$ cat src/rtl/tpdls_pkg.sv
// shared types and constants for the two-pass dda line stepper
package tpdls_pkg;

  localparam int unsigned COORD_BITS = 12;
  localparam int unsigned FRAC_BITS  = 16;
  localparam int unsigned COLOR_W    = 32;

  localparam logic FUNC_LOAD = 1'b0;
  localparam logic FUNC_STEP = 1'b1;

  typedef enum logic [2:0] {
    ST_IDLE,
    ST_X_GO,
    ST_X_WAIT,
    ST_Y_GO,
    ST_Y_WAIT
  } state_e;

  typedef enum logic [1:0] {
    PH_X    = 2'd0,
    PH_Y    = 2'd1,
    PH_DONE = 2'd2
  } phase_e;

  typedef struct packed {
    logic load;
    logic step;
    logic slope_x_we;
    logic slope_y_we;
  } walk_ctrl_t;

endpackage

$ cat src/rtl/two_pass_dda_line_stepper.sv
// top level of the two-pass dda line stepper: sequencer and result register
//
// Input channel: in_valid_i / in_stall_o with func_i and the segment fields.
// func_i = load stores a segment and forms both slopes; it returns nothing.
// func_i = step returns one transaction on the output channel: the next pixel,
// or pixel_valid_o = 0 with last_o = 1 once both passes are over.
// A step's result is registered into the output register in the cycle after
// it is taken; steps can follow back to back at one per cycle while in_stall_o is low.
// A load then stalls the input while the single shared divider forms the two
// slopes one after the other, producing one quotient bit per cycle for each
// (12.16 quotients at the default widths); the next transaction is taken once
// both slopes are written.
// Output channel: out_valid_o / out_stall_i. While a result is held under
// stall, the input stalls as well; nothing is dropped or repeated.
// Reset leaves no segment loaded: a step then returns the end marker.
module two_pass_dda_line_stepper #(
  parameter int unsigned CoordBits = tpdls_pkg::COORD_BITS,
  parameter int unsigned FracBits  = tpdls_pkg::FRAC_BITS
) (
  input  logic                          clk_i,
  input  logic                          rst_ni,
  input  logic                          in_valid_i,
  output logic                          in_stall_o,
  input  logic                          func_i,
  input  logic signed [CoordBits-1:0]   x_start_i,
  input  logic signed [CoordBits-1:0]   y_start_i,
  input  logic signed [CoordBits-1:0]   x_end_i,
  input  logic signed [CoordBits-1:0]   y_end_i,
  input  logic [tpdls_pkg::COLOR_W-1:0] color_i,
  output logic                          out_valid_o,
  input  logic                          out_stall_i,
  output logic signed [CoordBits-1:0]   pixel_x_o,
  output logic signed [CoordBits-1:0]   pixel_y_o,
  output logic [tpdls_pkg::COLOR_W-1:0] pixel_color_o,
  output logic                          pixel_valid_o,
  output logic                          last_o
);
  import tpdls_pkg::*;

  localparam int unsigned NumW = CoordBits + FracBits;
  localparam int unsigned DenW = CoordBits + 1;

  state_e                      state_q, state_d;
  walk_ctrl_t                  ctrl;
  logic                        accept;
  logic                        div_start;
  logic                        div_done;
  logic [NumW-1:0]             quotient;
  logic signed [CoordBits:0]   dx, dy, num, den;
  logic [CoordBits:0]          num_mag, den_mag;
  logic [NumW-1:0]             dividend;
  logic signed [CoordBits-1:0] w_px, w_py;
  logic [COLOR_W-1:0]          w_color;
  logic                        w_valid, w_last;
  logic                        out_valid_q, out_valid_d;
  logic signed [CoordBits-1:0] pixel_x_q, pixel_y_q;
  logic [COLOR_W-1:0]          pixel_color_q;
  logic                        pixel_valid_q, last_q;

  assign in_stall_o = (state_q != ST_IDLE) || (out_valid_q && out_stall_i);
  assign accept     = in_valid_i && !in_stall_o;

  always_comb begin
    state_d         = state_q;
    div_start       = 1'b0;
    ctrl.load       = 1'b0;
    ctrl.step       = 1'b0;
    ctrl.slope_x_we = 1'b0;
    ctrl.slope_y_we = 1'b0;
    unique case (state_q)
      ST_IDLE: begin
        if (accept) begin
          if (func_i == FUNC_LOAD) begin
            ctrl.load = 1'b1;
            state_d   = ST_X_GO;
          end else begin
            ctrl.step = 1'b1;
          end
        end
      end
      ST_X_GO: begin
        div_start = 1'b1;
        state_d   = ST_X_WAIT;
      end
      ST_X_WAIT: begin
        if (div_done) begin
          ctrl.slope_x_we = 1'b1;
          state_d         = ST_Y_GO;
        end
      end
      ST_Y_GO: begin
        div_start = 1'b1;
        state_d   = ST_Y_WAIT;
      end
      ST_Y_WAIT: begin
        if (div_done) begin
          ctrl.slope_y_we = 1'b1;
          state_d         = ST_IDLE;
        end
      end
      default: begin
        state_d = ST_IDLE;
      end
    endcase
  end

  always_ff @(posedge clk_i or negedge rst_ni) begin
    if (!rst_ni) begin
      state_q <= ST_IDLE;
    end else begin
      state_q <= state_d;
    end
  end

  // slope along x uses dy / dx, slope along y uses dx / dy
  assign num      = (state_q == ST_Y_GO) ? dx : dy;
  assign den      = (state_q == ST_Y_GO) ? dy : dx;
  assign num_mag  = num[CoordBits] ? 
                    (CoordBits + 1)'(-num) : (CoordBits + 1)'(num);
  assign den_mag  = den[CoordBits] ? 
                    (CoordBits + 1)'(-den) : (CoordBits + 1)'(den);
  assign dividend = {num_mag[CoordBits-1:0], {FracBits{1'b0}}};

  tpdls_div #(
    .NumW(NumW),
    .DenW(DenW)
  ) u_div (
    .clk_i     (clk_i),
    .rst_ni    (rst_ni),
    .start_i   (div_start),
    .dividend_i(dividend),
    .divisor_i (den_mag),
    .done_o    (div_done),
    .quotient_o(quotient)
  );

  tpdls_walker #(
    .CoordBits(CoordBits),
    .FracBits (FracBits)
  ) u_walker (
    .clk_i        (clk_i),
    .rst_ni       (rst_ni),
    .ctrl_i       (ctrl),
    .x_start_i    (x_start_i),
    .y_start_i    (y_start_i),
    .x_end_i      (x_end_i),
    .y_end_i      (y_end_i),
    .color_i      (color_i),
    .quotient_i   (quotient),
    .dx_o         (dx),
    .dy_o         (dy),
    .pixel_x_o    (w_px),
    .pixel_y_o    (w_py),
    .pixel_color_o(w_color),
    .pixel_valid_o(w_valid),
    .last_o       (w_last)
  );

  always_comb begin
    out_valid_d = out_valid_q;
    if (ctrl.step) begin
      out_valid_d = 1'b1;
    end else if (!out_stall_i) begin
      out_valid_d = 1'b0;
    end
  end

  always_ff @(posedge clk_i or negedge rst_ni) begin
    if (!rst_ni) begin
      out_valid_q <= 1'b0;
    end else begin
      out_valid_q <= out_valid_d;
    end
  end

  always_ff @(posedge clk_i) begin
    if (ctrl.step) begin
      pixel_x_q     <= w_px;
      pixel_y_q     <= w_py;
      pixel_color_q <= w_color;
      pixel_valid_q <= w_valid;
      last_q        <= w_last;
    end
  end

  assign out_valid_o   = out_valid_q;
  assign pixel_x_o     = pixel_x_q;
  assign pixel_y_o     = pixel_y_q;
  assign pixel_color_o = pixel_color_q;
  assign pixel_valid_o = pixel_valid_q;
  assign last_o        = last_q;

endmodule

$ cat src/rtl/tpdls_div.sv
// shared restoring divider, one quotient bit per cycle
module tpdls_div #(
  parameter int unsigned NumW = 28,
  parameter int unsigned DenW = 13
) (
  input  logic            clk_i,
  input  logic            rst_ni,
  input  logic            start_i,
  input  logic [NumW-1:0] dividend_i,
  input  logic [DenW-1:0] divisor_i,
  output logic            done_o,
  output logic [NumW-1:0] quotient_o
);
  import tpdls_pkg::*;

  localparam int unsigned CntW = $clog2(NumW + 1);

  logic            busy_q, busy_d;
  logic            done_q, done_d;
  logic [CntW-1:0] cnt_q, cnt_d;
  logic [DenW-1:0] rem_q, rem_d;
  logic [DenW-1:0] den_q, den_d;
  logic [NumW-1:0] quo_q, quo_d;
  logic [DenW:0]   trial;
  logic [DenW:0]   diff;
  logic            ge;

  assign trial = {rem_q, quo_q[NumW-1]};
  assign ge    = trial >= {1'b0, den_q};
  assign diff  = trial - {1'b0, den_q};

  always_comb begin
    busy_d = busy_q;
    done_d = 1'b0;
    cnt_d  = cnt_q;
    rem_d  = rem_q;
    den_d  = den_q;
    quo_d  = quo_q;
    if (start_i) begin
      busy_d = 1'b1;
      cnt_d  = CntW'(NumW);
      rem_d  = '0;
      den_d  = divisor_i;
      quo_d  = dividend_i;
    end else if (busy_q) begin
      rem_d = ge ? diff[DenW-1:0] : trial[DenW-1:0];
      quo_d = {quo_q[NumW-2:0], ge};
      cnt_d = cnt_q - CntW'(1);
      if (cnt_q == CntW'(1)) begin
        busy_d = 1'b0;
        done_d = 1'b1;
      end
    end
  end

  always_ff @(posedge clk_i or negedge rst_ni) begin
    if (!rst_ni) begin
      busy_q <= 1'b0;
      done_q <= 1'b0;
      cnt_q  <= '0;
    end else begin
      busy_q <= busy_d;
      done_q <= done_d;
      cnt_q  <= cnt_d;
    end
  end

  always_ff @(posedge clk_i) begin
    rem_q <= rem_d;
    den_q <= den_d;
    quo_q <= quo_d;
  end

  assign done_o     = done_q;
  assign quotient_o = quo_q;

endmodule

$ cat src/rtl/tpdls_walker.sv
// segment state, slopes and the per-step position update
module tpdls_walker #(
  parameter int unsigned CoordBits = tpdls_pkg::COORD_BITS,
  parameter int unsigned FracBits  = tpdls_pkg::FRAC_BITS
) (
  input  logic                              clk_i,
  input  logic                              rst_ni,
  input  tpdls_pkg::walk_ctrl_t             ctrl_i,
  input  logic signed [CoordBits-1:0]       x_start_i,
  input  logic signed [CoordBits-1:0]       y_start_i,
  input  logic signed [CoordBits-1:0]       x_end_i,
  input  logic signed [CoordBits-1:0]       y_end_i,
  input  logic [tpdls_pkg::COLOR_W-1:0]     color_i,
  input  logic [CoordBits+FracBits-1:0]     quotient_i,
  output logic signed [CoordBits:0]         dx_o,
  output logic signed [CoordBits:0]         dy_o,
  output logic signed [CoordBits-1:0]       pixel_x_o,
  output logic signed [CoordBits-1:0]       pixel_y_o,
  output logic [tpdls_pkg::COLOR_W-1:0]     pixel_color_o,
  output logic                              pixel_valid_o,
  output logic                              last_o
);
  import tpdls_pkg::*;

  localparam int unsigned PosBits   = CoordBits + FracBits;
  localparam int unsigned SlopeBits = PosBits + 1;
  localparam logic [PosBits-1:0] Unit = PosBits'(1) << FracBits;

  phase_e                      phase_q, phase_d, step_phase;
  logic signed [PosBits-1:0]   pos_x_q, pos_x_d, pos_y_q, pos_y_d;
  logic signed [PosBits-1:0]   step_x, step_y;
  logic signed [PosBits-1:0]   x_nx, y_nx;
  logic signed [SlopeBits-1:0] slope_x_q, slope_y_q, slope_mag, slope_x_d, slope_y_d;
  logic signed [CoordBits-1:0] start_x_q, start_y_q, end_x_q, end_y_q;
  logic [COLOR_W-1:0]          color_q;
  logic signed [PosBits-1:0]   start_x_fx, start_y_fx, end_x_fx, end_y_fx;
  logic [CoordBits-1:0]        px, py;
  logic                        running;

  function automatic logic [CoordBits-1:0] trunc_pos(input logic [PosBits-1:0] p);
    logic [CoordBits-1:0] fl;
    logic                 up;
    fl = p[PosBits-1:FracBits];
    up = p[PosBits-1] & (|p[FracBits-1:0]);
    return fl + {{(CoordBits-1){1'b0}}, up};
  endfunction

  assign start_x_fx = $signed({start_x_q, {FracBits{1'b0}}});
  assign start_y_fx = $signed({start_y_q, {FracBits{1'b0}}});
  assign end_x_fx   = $signed({end_x_q, {FracBits{1'b0}}});
  assign end_y_fx   = $signed({end_y_q, {FracBits{1'b0}}});

  assign dx_o = $signed({end_x_q[CoordBits-1], end_x_q})
              - $signed({start_x_q[CoordBits-1], start_x_q});
  assign dy_o = $signed({end_y_q[CoordBits-1], end_y_q})
              - $signed({start_y_q[CoordBits-1], start_y_q});

  assign px = trunc_pos(pos_x_q);
  assign py = trunc_pos(pos_y_q);

  // next state of one pixel step
  always_comb begin
    step_phase = phase_q;
    step_x     = pos_x_q;
    step_y     = pos_y_q;
    x_nx       = '0;
    y_nx       = '0;
    running    = 1'b0;
    unique case (phase_q)
      PH_X: begin
        running = 1'b1;
        x_nx    = $signed(pos_x_q + Unit);
        y_nx    = $signed(pos_y_q + slope_x_q[PosBits-1:0]);
        if (x_nx < end_x_fx) begin
          step_x = x_nx;
          step_y = y_nx;
        end else begin
          step_x     = start_x_fx;
          step_y     = start_y_fx;
          step_phase = (end_y_q > start_y_q) ? PH_Y : PH_DONE;
        end
      end
      PH_Y: begin
        running = 1'b1;
        y_nx    = $signed(pos_y_q + Unit);
        x_nx    = $signed(pos_x_q + slope_y_q[PosBits-1:0]);
        step_x  = x_nx;
        step_y  = y_nx;
        if (!(y_nx < end_y_fx)) begin
          step_phase = PH_DONE;
        end
      end
      default: begin
        step_phase = phase_q;
      end
    endcase
  end

  always_comb begin
    phase_d = phase_q;
    pos_x_d = pos_x_q;
    pos_y_d = pos_y_q;
    if (ctrl_i.load) begin
      pos_x_d = $signed({x_start_i, {FracBits{1'b0}}});
      pos_y_d = $signed({y_start_i, {FracBits{1'b0}}});
      if (x_end_i > x_start_i) begin
        phase_d = PH_X;
      end else if (y_end_i > y_start_i) begin
        phase_d = PH_Y;
      end else begin
        phase_d = PH_DONE;
      end
    end else if (ctrl_i.step) begin
      phase_d = step_phase;
      pos_x_d = step_x;
      pos_y_d = step_y;
    end
  end

  // sign and zero-divisor handling of the divider result
  assign slope_mag = $signed({1'b0, quotient_i});
  assign slope_x_d = (dx_o == '0) ? '0 : ((dy_o[CoordBits] ^ dx_o[CoordBits]) ?
                     -slope_mag : slope_mag);
  assign slope_y_d = (dy_o == '0) ? '0 : ((dx_o[CoordBits] ^ dy_o[CoordBits]) ?
                     -slope_mag : slope_mag);

  always_ff @(posedge clk_i or negedge rst_ni) begin
    if (!rst_ni) begin
      phase_q <= PH_DONE;
    end else begin
      phase_q <= phase_d;
    end
  end

  always_ff @(posedge clk_i) begin
    pos_x_q <= pos_x_d;
    pos_y_q <= pos_y_d;
    if (ctrl_i.load) begin
      start_x_q <= x_start_i;
      start_y_q <= y_start_i;
      end_x_q   <= x_end_i;
      end_y_q   <= y_end_i;
      color_q   <= color_i;
    end
    if (ctrl_i.slope_x_we) begin
      slope_x_q <= slope_x_d;
    end
    if (ctrl_i.slope_y_we) begin
      slope_y_q <= slope_y_d;
    end
  end

  assign pixel_valid_o = running;
  assign pixel_x_o     = running ? $signed(px) : '0;
  assign pixel_y_o     = running ? $signed(py) : '0;
  assign pixel_color_o = running ? color_q : '0;
  assign last_o        = !running || (step_phase == PH_DONE);

endmodule

$ cat config.mk
export PLATFORM = sky130hd
export DESIGN_NAME = two_pass_dda_line_stepper
export DESIGN_NICKNAME = d
export VERILOG_FILES = /design/src/rtl/tpdls_pkg.sv /design/src/rtl/two_pass_dda_line_stepper.sv /design/src/rtl/tpdls_div.sv /design/src/rtl/tpdls_walker.sv
export SDC_FILE = /design/constraint.sdc
export NUM_CORES = 1
export LEC_CHECK = 0
export ABC_CLOCK_PERIOD_IN_PS = 11000
export BUFFER_PORTS_ARGS = -buffer_cell sky130_fd_sc_hd__buf_2
export CAP_MARGIN = 30
export CELL_PAD_IN_SITES_DETAIL_PLACEMENT = 1
export CELL_PAD_IN_SITES_GLOBAL_PLACEMENT = 1
export CORE_ASPECT_RATIO = 0.75
export CORE_MARGIN = 2
export CORE_UTILIZATION = 42
export DETAILED_ROUTE_END_ITERATION = 8
export GPL_TIMING_DRIVEN = 0
export MAX_ROUTING_LAYER = met4
export PLACE_DENSITY = 0.77
export SLEW_MARGIN = 20
export SYNTH_ARGS = -nofsm -noshare
export SYNTH_HDL_FRONTEND = slang
export SYNTH_SLANG_ARGS = --single-unit
$ cat constraint.sdc
create_clock -name clk_i -period 11 [get_ports clk_i]
set_input_delay 0.55 -clock clk_i [delete_from_list [all_inputs] [get_ports clk_i]]
set_output_delay 0.55 -clock clk_i [all_outputs]
set_load 0.03 [all_outputs]
### Yosys cells after proc, flatten, opt, wreduce, memory -nomap -nowiden

Index checks and enable logic that the tools add are counted.

* register bits: 317
* input port bits: 85
* output and inout port bits: 60

* $add $sub $neg: 13
* magnitude comparators: 6
* equal/unequal tests: 12
* multiplexer cells: 48
* bitwise logic cells: 3
* reductions and logical operators: 22

Operator list (count)
* 28-bit 2-to-1 mux: 9
* 28-bit one-hot mux with 2 select lines: 2
* 28-bit by 17-bit adder with 28-bit output, second input constant: 2
* 28-bit adder: 2
* 28-bit < comparator: 2
* 13-bit 2-to-1 mux: 3
* 12-bit > comparator: 3
* 16-bit OR reduction: 2
* 28-bit negator: 1
* 13-bit zero test: 2
* 12-bit by 12-bit subtractor with 13-bit output: 2
* 12-bit by 1-bit adder with 12-bit output: 2
* 12-bit 2-to-1 mux: 2
* 2-bit 2-to-1 mux: 9
* 1-bit 2-to-1 mux: 15
* 3-bit one-hot mux with 5 select lines: 1
* 14-bit by 13-bit greater-or-equal comparator with 1-bit output: 1
* 13-bit negator: 1
* 13-bit subtractor: 1
* 3-bit 2-to-1 mux: 4
* 12-bit negator: 1
* 5-bit 2-to-1 mux: 2
* 3-bit by 2-bit == test with 1-bit output, second input constant: 2
* 2-bit by 1-bit inequality test with 1-bit output, second input constant: 3
* 20 further kinds: 30

### Logic depth before layout (Yosys ltp)

* depth after elaboration: 8
* gate-level depth with buffers: 17
* depth with buffers taken out: 14

### Cells and area by module

Synthesis repeated with hierarchy kept, for this count alone.

* cell total of the unflattened synthesis: 1973
* area, all modules: 20005.4 um^2

Modules (own cells, without submodules)
* tpdls_walker: times used 1, cells an instance 1470, area an instance 13724.4 um^2, seq. area each 5496.5 um^2
* tpdls_div: times used 1, cells an instance 275, area an instance 3255.6 um^2, seq. area each 1666.6 um^2
* two_pass_dda_line_stepper: times used 1, cells an instance 228, area an instance 3025.4 um^2, seq. area each 1841.8 um^2

### Least setup slack after synthesis

No wires, ideal clock.

* path kind: in2reg
* from: in out_stall_i
* to: reg u_walker.color_q[0], enable pin
* arrival time: 4148 ps
* path slack: 6377 ps
* cell stages on the path: 4
* buffers on the path: 1
* cell sequence: a2111oi_0 > nand2_1 > nor2_1 > clkbuf_1

RTL lines
* start: declaration: RTL line two_pass_dda_line_stepper.sv:31 `input logic out_stall_i,`
* end signal: assignment: RTL line tpdls_walker.sv:143 `color_q <= color_i;`
* end: declaration: RTL line tpdls_walker.sv:35 `logic [COLOR_W-1:0] color_q;`

### Worst setup path in the final report

* from: reg u_walker.pos_x_q[18]
* to: reg u_walker.pos_y_q[20] (data pin)

* longest elaborated chain between the ends: 6

Ends and longest elaborated chain
* start: declaration: RTL line tpdls_walker.sv:30 `logic signed [PosBits-1:0] pos_x_q, pos_x_d, pos_y_q, pos_y_d;`
* start signal: assignment: RTL line tpdls_walker.sv:136 `pos_x_q <= pos_x_d;`
* 28-bit by 17-bit adder with 28-bit output: RTL line tpdls_walker.sv:72 `x_nx = $signed(pos_x_q + Unit);`
* 28-bit < comparator: RTL line tpdls_walker.sv:74 `if (x_nx < end_x_fx) begin`
* 28-bit 2-to-1 mux: RTL line tpdls_walker.sv:74
* 28-bit one-hot mux with 2 select lines: RTL line tpdls_walker.sv:69 `unique case (phase_q)`
* 28-bit 2-to-1 mux: RTL line tpdls_walker.sv:113 `end else if (ctrl_i.step) begin`
* 28-bit 2-to-1 mux: RTL line tpdls_walker.sv:103 `if (ctrl_i.load) begin`
* net u_walker.pos_y_d[20]: RTL line tpdls_walker.sv:30
* end signal: assignment: RTL line tpdls_walker.sv:137 `pos_y_q <= pos_y_d;`
* end: declaration: RTL line tpdls_walker.sv:30

The timed path passes the listed nets, and every way through them passes these cells. The select of a mux whose other input is x is not followed.
A chain may end at the register's enable or synchronous reset.

==> run_results.csv <==
group,metric,value,unit
timing,max_freq,210,MHz
die,coreArea,0.0459,mm^2
cts,cts_sinks,317,
drt,drtIter0Drc,1508,
critical_path,cpPeakStageDelay,580,ps
drt,detail-route-antenna-nets,0,
global_routing,grt_pass1_vias,16713,
timing,worst_pin_slew,907,ps
yosys,synth_simple_gate_area_share,15.6,%
yosys,synth-main-ff-cell,"edfxtp_1",
critical_path,path_delay_family,"compound AO/OA/AOI/OAI gates",
yosys,synth_cell_types,94,
critical_path,crit_chain,"clkbuf_1 -> and4_1 -> and2_1 -> nand3_1 -> xnor2_1 -> ha_1 -> a21o_1 -> a21o_1 -> a21o_1 -> a21oi_1 -> o32ai_2 -> inv_1 -> clkbuf_1 -> nand3_1 -> o21ai_1 -> a21oi_1",
die,dieArea,0.0481,mm^2
pwr,power_leakage,9.26,nW
drt,wirelength,64100,um
die,io_pins,145,
die,die_w,253,um
yosys,synthCells,1958,
cts,clk_latency,550,ps
timing,fin_crit,4760,ps
pwr,p_per_area,280,mW/mm^2
critical_path,critPathBufInv,3,
drt,via_count,16217,
yosys,yosys.area.top_type,"edfxtp_1",
timing,maxSlewHeadroom,39.4,%
timing,clock_skew,18.7,ps
timing,post-route-period-util,43.3,%
critical_path,path_max_fanout,10,
cells_and_area,num-nets-final,2387,
global_routing,grt_overflow,0,
yosys,synth_top_family_by_area,"compound AO/OA/AOI/OAI gates",
die,die_h,191,um
cts,cts_max_level,2,
cts,clk_pin_slew,70,ps
cts,cts_root_buf,"clkbuf_16",
timing,whs,180,ps
die,start_util,42.4,%
global_routing,grt_use_total,27.4,%
critical_path,crit_top_cell,"a21o_1",
critical_path,arrival,5010,ps
yosys,ys_seq_elements,317,
yosys,synth_area,0.0195,mm^2
yosys,synthXorXnorAreaFrac,6.92,%
status,status,"finished clean",
timing,setup_tns,0,ps
critical_path,crit_required,11250,ps
yosys,yosys_warnings,0,
drt,drc,0,
run,drv_cap,0,
place,placed_area,0.0211,mm^2
critical_path,cp-end-kind,"flip-flop",
critical_path,cp-start-kind,"flip-flop",
cells_and_area,syn2layout_area_growth,14.1,%
worst_hold_path,hp-class,"in -> reg",
drt,wire_per_inst,23.1,um
cts,clk_path_buf_depth,3,
yosys,synthArstFlopShare,4.10,%
timing,slew_violations,0,
yosys,synth_top_area_share,37.5,%
cells_and_area,fillCellCount,5266,
cts,cts_tree,"built",
yosys,synth.avg_cell_area,9.95,um^2
cells_and_area,fin_util,48.4,%
yosys,syn_nets,2197,
cts,cts-buffers-inserted,36,
yosys,ys_seq_area_share,45.4,%
place,place_congestion,0.937,
die,rows,68,
cells_and_area,stdcell_area,0.0222,mm^2
cells_and_area,drive_above_1_share,12.1,%
place,dp_hpwl,50000,um
yosys,synth_enable_flop_cells,243,
timing,grt_setup_unrepaired,"false",
pwr,ir_drop,0.0975,mV
timing,hold_viol,0,
critical_path,path_class,"reg -> reg",
cells_and_area,final_cell_count_no_fill,2773,
place,dp_cells,2703,
yosys,synth_compound_area_share,15.9,%
global_routing,grt_first_pass_wirelength,98400,um
global_routing,antenna_found_initial,5,
yosys,synthAdderAreaFrac,10.1,%
yosys,synthMuxAreaShare,2.09,%
global_routing,grt_max_degree,66,
timing,setup_violations,0,
drt,dr.pass1.iters,7,
yosys,synth.area.top_cells,"edfxtp_1, ha_1, dfxtp_1",
critical_path,critPathSlowestCell,"clkbuf_1",
drt,vias_per_cell,5.85,
place,numPortBuffers,144,
==> final cells by class <==
class                   count  area, um^2  share of cell area (%)
well taps                 595         744                    3.35
clock inverters            13        97.6                   0.439
flip-flops and latches    317        8840                    39.8
clock buffers              50        1030                    4.63
inverters                 126         478                    2.15
repair buffers            152         827                    3.72
diodes                      5        12.5                  0.0563
plain buffers              69         300                    1.35
multi-input cells        1446        9900                    44.5
==> power by group <==
| group | leakage [nW] | internal, mW | switching [mW] |
|---|---|---|---|
| combinational | 5.79 | 1.09 | 1.97 |
| clock | 0.549 | 0.679 | 0.509 |
| sequential | 2.92 | 1.72 | 0.246 |
| total | 9.26 | 3.49 | 2.73 |
==> worst reg2reg max path, stage by stage (launching register included) <==
cell and delay (ps):
edfxtp_1 370, clkbuf_1 370, and4_1 310, and2_1 250, nand3_1 170, xnor2_1 490, ha_1 350, a21o_1 170
a21o_1 180, a21o_1 180, a21oi_1 170, o32ai_2 180, inv_1 120, clkbuf_1 580, nand3_1 310, o21ai_1 160
a21oi_1 110
==> through the flow <==
stage / worst slack, ps / power (mW)
5_1_grt: 6050 / 6.60
3_3_place_gp: 3720 / 4.82
2_1_floorplan: 6380 / 3.99
4_1_cts: 6410 / 6.19
3_5_place_dp: 6430 / 4.97
6_report: 6240 / 6.22
==> registers in the layout, indices dropped and copies added (netlist names), 13 cells and up, named ones only <==
name / cells
u_div.rem_q: 13
u_walker.color_q: 32
u_div.den_q: 13
u_walker.slope_x_q: 28
pixel_color_o: 32
u_walker.pos_x_q: 28
u_div.quotient_o: 28
u_walker.slope_y_q: 28
==> cell usage in the layout (no fill, tap or decap), types with 18 or more instances in the layout <==
| cell | n |
|---|---|
| a22oi_1 | 18 |
| a211oi_1 | 19 |
| nor3_1 | 30 |
| nor2b_1 | 55 |
| ha_1 | 149 |
| nand2b_1 | 21 |
| a31oi_1 | 23 |
| buf_2 | 156 |
| o21a_1 | 19 |
| mux2i_1 | 38 |
| nand3_1 | 52 |
| xor2_1 | 61 |
| inv_1 | 125 |
| nand2_1 | 131 |
| nand4_1 | 25 |
| dfxtp_1 | 61 |
| xnor2_1 | 93 |
| a21oi_1 | 135 |
| a21o_1 | 34 |
| edfxtp_1 | 243 |
| clkbuf_16 | 38 |
| nor2_1 | 229 |
| clkbuf_1 | 54 |
| o21ai_0 | 88 |
==> synth_stat cells (18+ instances only) <==
library cell,number
a31oi_1,23
xor2_1,61
nand2_1,131
o21ai_0,88
nand2b_1,21
dfxtp_1,61
mux2i_1,38
nor3_1,32
edfxtp_1,243
inv_1,125
a21oi_1,136
a211oi_1,19
nand3_1,52
xnor2_1,93
ha_1,149
o21a_1,19
nor2b_1,55
nand4_1,25
clkbuf_1,47
a22oi_1,18
a21o_1,34
nor2_1,229
==> cell families (layout without fill, tap and decap cells) <==
| logic type | count (synthesis) | after routing |
|---|---|---|
| simple gates | 632 | 632 |
| compound gates | 466 | 466 |
| flops | 317 | 317 |
| buf+inv | 195 | 410 |
| fa+ha+maj | 154 | 154 |
| xor+xnor | 154 | 154 |
| mux | 40 | 40 |
| other cells | 0 | 5 |
==> path summary, 6_finish.rpt <==
| check | slack [ps] | to | cells past startpoint | startpoint |
|---|---|---|---|---|
| min in group asynchronous | 480 | u_walker.phase_q[0] | 2 | rst_ni |
| setup / recovery | 6240 | u_walker.pos_y_q[20] | 16 | u_walker.pos_x_q[18] |
| setup reg to reg | 6240 | u_walker.pos_y_q[20] | 16 | u_walker.pos_x_q[18] |
| hold reg to reg | 510 | flip-flop | 2 | flip-flop |
| hold / removal | 180 | u_walker.color_q[1] | 1 | color_i[1] |
| max in group asynchronous | 10190 | u_walker.phase_q[1] | 2 | rst_ni |
==> per-layer routing <==
metal  vias to the layer above  track usage [%]  routed length, um
li1                       7524                -                  -
met5                         -                -                  0
met4                         0             6.10               1210
met3                        91             5.17               4630
met1                      8095             38.2              29700
met2                       507             41.6              28600
==> what timing repair did <==
action / CTS / global route
setup buffers: 0 / 0
gates resized for setup: 0 / 0
hold buffers: 1 / 0
endpoints found under the hold margin: 12 / 0
No activity file was read; power rests on OpenSTA's default activity.
